$ cat config.mk
export PLATFORM = sky130hd
export DESIGN_NAME = nops_ram
export DESIGN_NICKNAME = d
export VERILOG_FILES = /design/src/rtl/core/nops_ram.sv
export SDC_FILE = /design/constraint.sdc
export NUM_CORES = 1
export LEC_CHECK = 0
export ABC_AREA = 1
export BUFFER_PORTS_ARGS = -buffer_cell sky130_fd_sc_hd__buf_2
export CAP_MARGIN = 40
export CORE_ASPECT_RATIO = 0.7
export CORE_MARGIN = 1.5
export CORE_UTILIZATION = 40
export CTS_BUF_LIST = sky130_fd_sc_hd__clkbuf_8 sky130_fd_sc_hd__clkbuf_16
export DETAILED_ROUTE_END_ITERATION = 8
export GPL_TIMING_DRIVEN = 1
export PLACE_DENSITY = 0.65
export SLEW_MARGIN = 20
export SYNTH_ARGS = -nofsm -noshare
export SYNTH_HDL_FRONTEND = slang
export SYNTH_SLANG_ARGS = --single-unit
$ cat constraint.sdc
create_clock -name i_clk -period 3.9 [get_ports i_clk]
set_clock_uncertainty 0.05 [all_clocks]
set_input_delay 0.78 -clock i_clk [delete_from_list [all_inputs] [get_ports i_clk]]
set_output_delay 0.78 -clock i_clk [all_outputs]
set_load 0.02 [all_outputs]
$ cat src/rtl/core/nops_ram.sv
// ----------------------------------------------------------------------------
// nops_ram
// generic single-write, single-read ram with registered read data
// ----------------------------------------------------------------------------
module nops_ram #(
    parameter int WIDTH = 8,
    parameter int DEPTH = 16,
    localparam int AW   = (DEPTH > 1) ? $clog2(DEPTH) : 1
) (
    input  logic             i_clk,
    input  logic             i_we,
    input  logic [AW-1:0]    i_waddr,
    input  logic [WIDTH-1:0] i_wdata,
    input  logic [AW-1:0]    i_raddr,
    output logic [WIDTH-1:0] o_rdata
);
    logic [WIDTH-1:0] r_mem [DEPTH];
    logic [WIDTH-1:0] r_rdata;

    always_ff @(posedge i_clk) begin
        if (i_we) begin
            r_mem[i_waddr] <= i_wdata;
        end
        r_rdata <= r_mem[i_raddr];
    end

    assign o_rdata = r_rdata;
endmodule

# --- After elaboration in Yosys (flattened, before gate mapping) ---
# Memories as Yosys holds them, arrays and structs flattened. A register that Yosys moved wholly into a read port is not among the register bits.
# Cells that the tools add are included.
word_totals:
  ff_bits: 0
  latchBits: 0
  mem_bits_rw: 128
  rom_bits: 0
  input_bits: 18
  output_inout_bits: 8
  mem_count: 1
op_classes:
  add_sub_neg: 0
  mul: 0
  n_div: 0
  order_cmp: 0
  eq_ne: 0
  shift: 0
  mux: 2
  bitwise_logic: 0
  reduce_logical: 0
mem_list:
  columns: ["memory", "words", "word_bits", "rd", "rd_ports_with_merged_regs", "write_ports", "line", "rtl"]
  rows:
  - ["r_mem", 16, 8, 1, 1, 1, "17", "logic [WIDTH-1:0] r_mem [DEPTH];"]
ops:
  columns: ["op", "n"]
  rows:
  - ["$mux W1", 2]

# --- Logic depth before layout (Yosys ltp) ---
# Gate-level depths: netlist of run 1.
logic_depth:
  ltp_word: 2
  ltp_mapped: 8
  ltp_nobuf: 7

# --- Worst setup path after synthesis of run 1 ---
# No wires, ideal clock.
synth_timing:
  kind: "input -> register"
  start: "input port i_waddr[2]"
  end: "memory r_mem[10][0] (enable)"
  arrival_time_ps: 1361
  setup_slack_ps: 2119
  cell_stages: 2
  cell_sequence: "nand3b_1 nor2_1"
synth_rtl:
  columns: ["item", "line", "rtl"]
  rows:
  - ["start: declaration", "12", "input logic [AW-1:0] i_waddr,"]
  - ["end: declaration", "17", null]
# No word-level cell before the write port.

==> reports/summary.txt, run 1 <==
most used cell, CP = nand3_1
Tcrit/Tclk final = 0.5527
DR iter-0 viols = 386
final period demand of the worst path = 2156 ps
multi-input logic area = 1214 sq um
R2R Path Start = r_mem[0][7]
slowest stage delay, CP = 520 ps
Avg WL per Cell = 16.87 um
Hold Path Class = reg -> reg
Mapped Cells = 551
Max Slew Vio Count = 0
leading area contributor after synthesis = edfxtp_1
Mapped Nets = 569
post-route setup TNS = 0 ps
drt drc = 0
Slew HR = 0.4623
peak ir drop on the vdd network = 0.3310 mV
Int Power = 2.757 mW
Clk Latency, worst-skew pair = 420 ps
initial antenna violation count = 0
largest net degree at the start of global routing = 65
Worst Setup SP = i_raddr[1]
Critical Path AT = 2410 ps
Critical Path Sink Type = flip-flop
total number of vias = 3831
CTS tree = built
initial core utilization = 0.4117
Yosys warning count = 0
max_cap viols = 0
Routed Wire Length = 13180 um
CTS Buffer Depth = 2
CTS clk-pin slew, worst paths = 60 ps
CP bufs+invs = 2
setup bufs post-CTS = 0
GPL Wtd Cong = 0.9084
CP cell instances = buf_2 > inv_2 > nand3_1 > nand3_1 > nand3_1 > nand2_1
Reg power frac = 0.463
Site Rows = 36
Area contributors post-synth = edfxtp_1, nand2_1, nand3_1, inv_1, dfxtp_1
#FFs+latches synth = 136
status = finished clean
Combinational Power Share = 0.058
sequential fraction of the synthesis area = 0.6943
clock power share = 0.479
nets@finish = 596
slowest CP cell = buf_2
Leak Pwr = 2.843 nW
Cell Area, Synth = 5767 sq um
first-pass GRT wire length = 20320 um
Die Height = 103.5 um
final hold vios = 0
Die ar. = 15160 sq um
vias in the first global route = 3669
RSZ-0062 raised after global routing = no
Setup CP Type = in -> reg
Gates resized, CTS repair = 0
1st-pass router iterations = 5
Filler cells = 1281
H-tree levels = 4
Synth cell types = 12
hold buffer count at CTS = 0
largest delay contributor family on the critical path = buffers and inverters
Switching Share = 0.2236
core area = 14010 sq um
Die X = 146.5 um
Hold Crit Start = r_mem[12][2]
Detail Route Antenna Nets = 0
number of vias per cell = 4.905
GR Overflow Total = 0
# setup viols final = 0
number of antenna diodes = 0
PortBufs = 25
Clock Root Buffer = clkbuf_16
Worst setup SP type = input pin
Final Util = 0.4743
DPL Wire Length = 7972 um
CP max FO = 33
register area = 4004 sq um
share of cells above drive strength 1 = 0.1117
FMAX = 463.9 MHz
clock tree sinks = 136
Worst-Margin Slew = 803.6 ps
PwrDens = 534.5 nW/um^2
io pins = 26
gr usage total = 0.1867
post-synth top area share = 0.6665
Synth-to-Final Area Change = 15.21%
Switch Pwr = 0.7940 mW
CP Data Required Time = 4150 ps
Num CTS Buffers = 17
Post-Syn Area per Cell = 10.47 sq um
==> metal layers <==
metal | up-vias | wire [um] | part of all wire | global-route usage
li1 | 1824 | - | - | -
met1 | 1834 | 6415 | 0.49 | 0.2643
met2 | 152 | 5489 | 0.42 | 0.2683
met3 | 21 | 1068 | 0.081 | 0.06535
met4 | 0 | 205 | 0.016 | 0.06449
met5 | - | 0 | 0 | 0
==> metrics by stage <==
step                power, mW  worst slack [ps]  cell area [sq um]  cells  hold WS [ps]
finish                  3.551              1744               6644    781         632.5
global route            3.659              1681               6644    781         662.1
CTS                     3.563              1820               6606    776         633.6
detailed placement      1.875              1371               5978    744         614.9
global placement        1.871              1336               5978    744         598.2
floorplan               1.799              2119               5767    551         557.4
==> final cells by class <==
cell class,count,share of cell area
Sequential cell,136,0.6026
Multi-Input combinational cell,289,0.1827
Clock buffer,17,0.06403
Inverter,102,0.05763
Tap cell,190,0.03578
Clock inverter,15,0.03051
Timing Repair Buffer,32,0.02674
==> sequential cells by signal (all words and copies together), names as in the netlist <==
name	cells
o_rdata	8
r_mem	128
==> cells in the mapped netlist (all sizes together) <==
cell type,count
edfxtp,128
nor2,17
buf,24
nand2,173
dfxtp,8
nand3,97
nand3b,2
inv,102
==> worst register-to-register path, cell delays in order, from the launching register on <==
cell,delay (ps)
edfxtp_1,360
inv_1,60
nand2_1,60
nand3_1,120
nand3_1,110
nand3_1,220
nand2_1,90
==> power groups by stage <==
stage	clock network [mW]	logic [mW]	registers, mW
after floorplan	0	0.115	1.68
final	1.70	0.205	1.64
after CTS	1.72	0.202	1.64
after global placement	0	0.197	1.67
after detailed placement	0	0.200	1.67
after global routing	1.79	0.225	1.65
==> layout by cell type, fill, tap and decap left out, drive strengths merged, types with 5 or more instances in the layout <==
| cell | netlist | final |
|---|---|---|
| clkbuf | 0 | 17 |
| buf | 24 | 32 |
| inv | 102 | 103 |
| nor2 | 17 | 17 |
| clkinv | 0 | 5 |
| dfxtp | 8 | 8 |
| clkinvlp | 0 | 5 |
| nand3 | 97 | 97 |
| edfxtp | 128 | 128 |
| nand2 | 173 | 173 |
==> cells by family (layout without fill, tap and decap cells) <==
kind of cell           count (synthesis)  count (layout)  synth area share
AND/OR/NAND/NOR                      289             289            0.2105
flip-flops                           136             136            0.6943
buffers and inverters                126             166           0.09525
==> path summary, 6_finish.rpt <==
check             slack, ps    endpoint  cells after the start
setup / recovery       1740  o_rdata[7]                      6
hold / removal          630  o_rdata[2]                      6
setup reg to reg       2690  o_rdata[7]                      6
hold reg to reg         630  o_rdata[2]                      6
No activity file was read; power rests on OpenSTA's default activity.
==> inputs of run 2 (changes only) <==
- ABC_AREA: 1 -> 0
- PLACE_DENSITY: 0.65 -> 0.67
- clock period: 3.9 -> 1.9 ns (I/O delays scaled with it)
==> run 2 against run 1 <==
Sequential power increased by 110%. Wire length decreased by 26%. Core utilization is 2.1 points higher. Clock power up 95%. Largest cell class unchanged. Largest power group is now sequential cells.
==> reports/summary.txt, run 2 <==
status = finished clean
R2R cell count = 3 (-3)
Worst-Margin Slew = 748.4 ps (-55.16 ps)
Routed Wire Length = 9712 um (-26%)
sequential fraction of the synthesis area = 0.7778 (+0.08354)
io pins = 26 (unchanged)
Area contributors post-synth = edfxtp_1, mux4_2, mux4_1, dfxtp_1, a22oi_1
EDFF count, synth = 128 (unchanged)
initial antenna violation count = 0 (unchanged)
RSZ-0062 raised after global routing = no
DR iter-0 viols = 229 (-41%)
Die Height = 97.91 um (-5.4%)
R2R Path Start = r_mem[9][5]
GPL Wtd Cong = 0.6936 (-24%)
Die ar. = 13570 sq um (-10%)
largest family of logic cells by synthesized area = multiplexers
Die X = 138.6 um (-5.4%)
multi-input logic area = 1062 sq um (-12%)
Yosys warning count = 0 (unchanged)
overall power = 7.036 mW (+98%)
Max Slew Vio Count = 0 (unchanged)
Synth async-reset ratio = 0 (unchanged)
CP Data Required Time = 2130 ps (-2020 ps)
largest net degree at the start of global routing = 33 (-49%)
# setup viols final = 0 (unchanged)
GR Overflow Total = 0 (unchanged)
Reg2Reg Setup Slack = 520 ps (-2170 ps)
Clock Root Buffer = clkbuf_16
initial core utilization = 0.4116 (about the same)
PortBufs = 25 (unchanged)
Top FF cell, synth = edfxtp_1
Cell Area, Synth = 5147 sq um (-11%)
Hold Crit Start = i_wdata[6]
1st-pass router iterations = 4 (-1)
setup bufs post-CTS = 0 (unchanged)
post-synthesis compound-gate area fraction = 0.02333 (+0.02333)
Synth-to-Final Area Change = 20.39%
slowest CP cell = mux4_1
final period demand of the worst path = 1382 ps
Critical Path AT = 1610 ps (-800 ps)
CP cell instances = mux4_1 > a22oi_1 > nand2_1
total number of vias = 2442 (-36%)
Post-Syn Area per Cell = 22.48 sq um (+110%)
Synth cell types = 19 (+7)
CTS clk-pin slew, worst paths = 60 ps (about the same)
Final Util = 0.4955 (+0.02122)
Mapped Cells = 229 (-58%)
XOR/XNOR share of the synthesized area = 0 (unchanged)
hold buffer count at CTS = 0 (unchanged)
leading area contributor after synthesis = edfxtp_1
PwrDens = 1135 nW/um^2 (+110%)
pre-CTS setup slack = 95.21 ps (-1276 ps)
final setup margin = 518.2 ps (-1226 ps)
final hold vios = 0 (unchanged)
count leader, synth = edfxtp_1
commonest non-fill, non-tap cells in the layout = edfxtp_1, buf_2, mux4_2, buf_4, clkbuf_16
Mapped Nets = 247 (-57%)
Reg-to-Reg End = o_rdata[5]
Critical Path Sink Type = flip-flop
Filler cells = 1041 (-19%)
FMAX = 723.7 MHz
gr usage total = 0.1535 (-0.03321)
Slew HR = 0.5000 (+0.03773)
CP max FO = 1 (-97%)
largest delay contributor family on the critical path = multiplexers
Worst Hold End = r_mem[15][6]
vias in the first global route = 2402 (-35%)
Top reg by flops = r_mem
register area = 4004 sq um (unchanged)
CP bufs+invs = 0 (-2)
CTS tree = built
first-pass GRT wire length = 14520 um (-29%)
Tcrit/Tclk final = 0.7272
H-tree levels = 4 (unchanged)
Gates resized, CTS repair = 0 (unchanged)
max reg flops = 128 (unchanged)
Num CTS Buffers = 17 (unchanged)
Commonest cells post-synth = edfxtp_1, mux4_2, a22oi_1, mux4_1, nor2_1
number of antenna diodes = 0 (unchanged)
drt drc = 0 (unchanged)
simple-gate portion of the synthesized area = 0.03184 (-0.1786)
clock tree sinks = 136 (unchanged)
Avg WL per Cell = 21.21 um (+26%)
#FFs+latches synth = 136 (unchanged)
number of vias per cell = 5.332 (+8.7%)
Hold Path Class = in -> reg
Setup CP Type = reg -> reg
most common cell after layout, fill and taps aside = edfxtp_1
WHS Path Cells = 1 (-5)
CP Depth = 3 (-3)
Leak Pwr = 2.118 nW (-26%)
post-synth top area share = 0.7467 (+0.08020)
post-route setup TNS = 0 ps (unchanged)
Detail Route Antenna Nets = 0 (unchanged)
core area = 12510 sq um (-11%)
share of cells above drive strength 1 = 0.3277 (+0.2160)
DPL Wire Length = 6225 um (-22%)
slowest stage delay, CP = 500 ps (-20 ps)
nets@finish = 302 (-49%)
multiplexer area fraction after synthesis = 0.1502 (+0.1502)
max_cap viols = 0 (unchanged)
Worst setup SP type = flip-flop
Synth Area in Adders = 0 (unchanged)
CTS Buffer Depth = 2 (unchanged)
Clk Latency, worst-skew pair = 410 ps (about the same)
peak ir drop on the vdd network = 0.7939 mV (+140%)
Site Rows = 34 (-5.6%)
run 2: kinds of logic after synthesis:
group                  count (synthesis)
flip-flops                           136
multiplexers                          32
AO/OA/AOI/OAI                         16
buffers and inverters                 10
AND/OR/NAND/NOR                       35
run 2: power by group:
group / switching, mW / internal [mW] / leakage [nW]
sequential: 0.0197 / 3.36 / 1.22
combinational: 0.196 / 0.141 / 0.596
clock: 1.15 / 2.17 / 0.298
run 2: layout make-up:
class | instances | share of cell area
clock buffers | 17 | 0.06865
flip-flops and latches | 136 | 0.6461
multi-input cells | 83 | 0.1714
repair buffers | 46 | 0.05169
clock inverters | 14 | 0.02948
well taps | 162 | 0.03271
run 2: how the worst max path moves through the flow:
| stage | from | to | slack (ps) |
|---|---|---|---|
| floorplan | i_waddr[2] | r_mem[3][0] | 200 |
| CTS | o_rdata[6] | o_rdata[6] | 510 |
| detailed placement | i_raddr[0] | o_rdata[5] | 100 |
| finish | r_mem[9][5] | o_rdata[5] | 520 |
| global placement | i_raddr[0] | o_rdata[3] | 80 |
| global route | i_raddr[0] | o_rdata[3] | 440 |
run 2: per-layer routing:
metal	global-route usage	wire length, um	vias to the layer above
met1	0.2293	4672	1275
met5	0	0	-
li1	-	-	1081
met2	0.2109	4301	81
met3	0.04806	659	5
met4	0.05830	78	0
run 2: metrics by stage:
| step | instances | cell area, sq um | hold slack (ps) |
|---|---|---|---|
| global route | 458 | 6197 | 305.0 |
| finish | 458 | 6197 | 296.4 |
| CTS | 458 | 6197 | 295.2 |
| global placement | 427 | 5589 | 609.9 |
| detailed placement | 427 | 5589 | 611.2 |
| floorplan | 229 | 5152 | 428.9 |
==> inputs of run 3 (changes only) <==
- PLACE_DENSITY: 0.67 -> 0.65
- clock period: 1.9 -> 1.4 ns (I/O delays scaled with it)
==> run 3 against run 2 <==
Non-clock buffer count up 13. Sequential power grew 36%. Maximum frequency grew 1.8%. Critical endpoint is now o_rdata[0]. Largest cell class unchanged. Highest routed layer unchanged.
==> reports/summary.txt, run 3 (synthesis gave the netlist of run 2 again) <==
Num CTS Buffers = 17 (unchanged)
Final Cell Area = 6324 sq um (+2.0%)
final period demand of the worst path = 1357 ps (-24.55 ps)
final setup margin = 42.79 ps (-475.5 ps)
Die Height = 97.91 um (unchanged)
initial core utilization = 0.4116 (unchanged)
GPL Wtd Cong = 0.7403 (+6.7%)
Detail Route Antenna Nets = 0 (unchanged)
max reg flops = 128 (unchanged)
H-tree levels = 4 (unchanged)
largest net degree at the start of global routing = 21 (-36%)
RSZ-0062 raised after global routing = no
Synth-to-Final Area Change = 22.85%
number of antenna diodes = 0 (unchanged)
# setup viols final = 0 (unchanged)
initial antenna violation count = 0 (unchanged)
FMAX = 736.8 MHz (+1.8%)
Clk Latency, worst-skew pair = 400 ps (about the same)
Worst setup SP type = flip-flop
max layer used = met4
Avg WL per Cell = 21.69 um (+2.3%)
Leak Pwr = 2.165 nW (+2.2%)
CP cell instances = mux4_2 > a22oi_2 > nand2_1
core area = 12510 sq um (unchanged)
post-route setup TNS = 0 ps (unchanged)
DPL Wire Length = 6742 um (+8.3%)
Routed Wire Length = 10240 um (+5.4%)
overall power = 9.661 mW (+37%)
final hold vios = 0 (unchanged)
Slew HR = 0.4016 (-0.09842)
CTS tree = built
pre-CTS setup slack = -289.8 ps (-385.0 ps)
Top reg by flops = r_mem
DR iter-0 viols = 257 (+12%)
CP max FO = 1 (unchanged)
Critical Path AT = 1590 ps (-20 ps)
Critical Path Sink Type = flip-flop
hold buffer count at CTS = 0 (unchanged)
nets@finish = 315 (+4.3%)
max_cap viols = 0 (unchanged)
Clock Root Buffer = clkbuf_16
first-pass GRT wire length = 15380 um (+5.9%)
Die X = 138.6 um (unchanged)
GR Overflow Total = 0 (unchanged)
commonest non-fill, non-tap cells in the layout = edfxtp_1, buf_4, mux4_2, buf_2, clkbuf_16
1st-pass router iterations = 4 (unchanged)
slowest CP cell = mux4_2
PwrDens = 1528 nW/um^2 (+35%)
number of vias per cell = 5.394 (+1.2%)
met3 wire length = 937 um (+42%)
vias in the first global route = 2508 (+4.4%)
total number of vias = 2546 (+4.3%)
Tcrit/Tclk final = 0.9694 (+0.2422)
Hold Path Class = in -> reg
CP Data Required Time = 1630 ps (-500 ps)
clock tree sinks = 136 (unchanged)
status = finished clean
met2 wire length = 4632 um (+7.7%)
most common cell after layout, fill and taps aside = edfxtp_1
CTS Buffer Depth = 2 (unchanged)
slowest stage delay, CP = 540 ps (+40 ps)
Max Slew Vio Count = 0 (unchanged)
Area after DPL = 5692 sq um (+1.8%)
gr usage total = 0.1605 (+0.007049)
Setup CP Type = reg -> reg
share of cells above drive strength 1 = 0.4032 (+0.07552)
Worst-Margin Slew = 895.7 ps (+147.3 ps)
Site Rows = 34 (unchanged)
CTS clk-pin slew, worst paths = 60 ps (about the same)
Die ar. = 13570 sq um (unchanged)
io pins = 26 (unchanged)
PortBufs = 25 (unchanged)
drt drc = 0 (unchanged)
peak ir drop on the vdd network = 0.9079 mV (+14%)
met1 WL = 4552 um (-2.6%)
## run 3: final timing paths
check,start,endpoint,slack (ps),depth (start not counted)
max reg2reg,r_mem[15][0],o_rdata[0],40,3
min reg2reg,r_mem[6][6],o_rdata[6],630,3
min,i_wdata[6],r_mem[8][6],210,1
max,r_mem[15][0],o_rdata[0],40,3
## run 3: stage by stage
step                      utilization  hold slack [ps]  std cells
after CTS                      0.5052            201.2        472
after global placement         0.4551            608.2        440
after global routing           0.5056            218.8        472
after detailed placement       0.4551            617.1        440
after floorplan                     -            328.9        229
final                          0.5056            210.5        472
## run 3: layout make-up
type                            instances  area [sq um]
Multi-Input combinational cell         83          1077
Clock inverter                         14         182.7
Tap cell                              162         202.7
Timing Repair Buffer                   59         417.9
Fill cell                            1017          6183
Clock buffer                           18         439.2
Sequential cell                       136          4004
## run 3: repair_timing
action                                  4_1_cts  5_1_grt
buffers inserted                              0        0
gates resized for setup                       1        1
endpoints found under the setup margin        1        1
## run 3: power breakdown
part	internal [mW]	switching, mW	total, mW
registers	4.55	0.0319	4.59
clock network	3.01	1.58	4.58
logic	0.210	0.282	0.492
total	7.77	1.89	9.66
## run 3: critical path, delay by kind of cell, from the launching register on
family	cells	cell delay (ps)
compound gates	1	160
simple gates	1	90
mux	1	540
flops	1	390
## run 3: per-layer routing
| layer | track usage | up-vias |
|---|---|---|
| met5 | 0 | - |
| met3 | 0.04169 | 12 |
| met1 | 0.2379 | 1333 |
| met2 | 0.2296 | 95 |
| li1 | - | 1106 |
| met4 | 0.06154 | 0 |
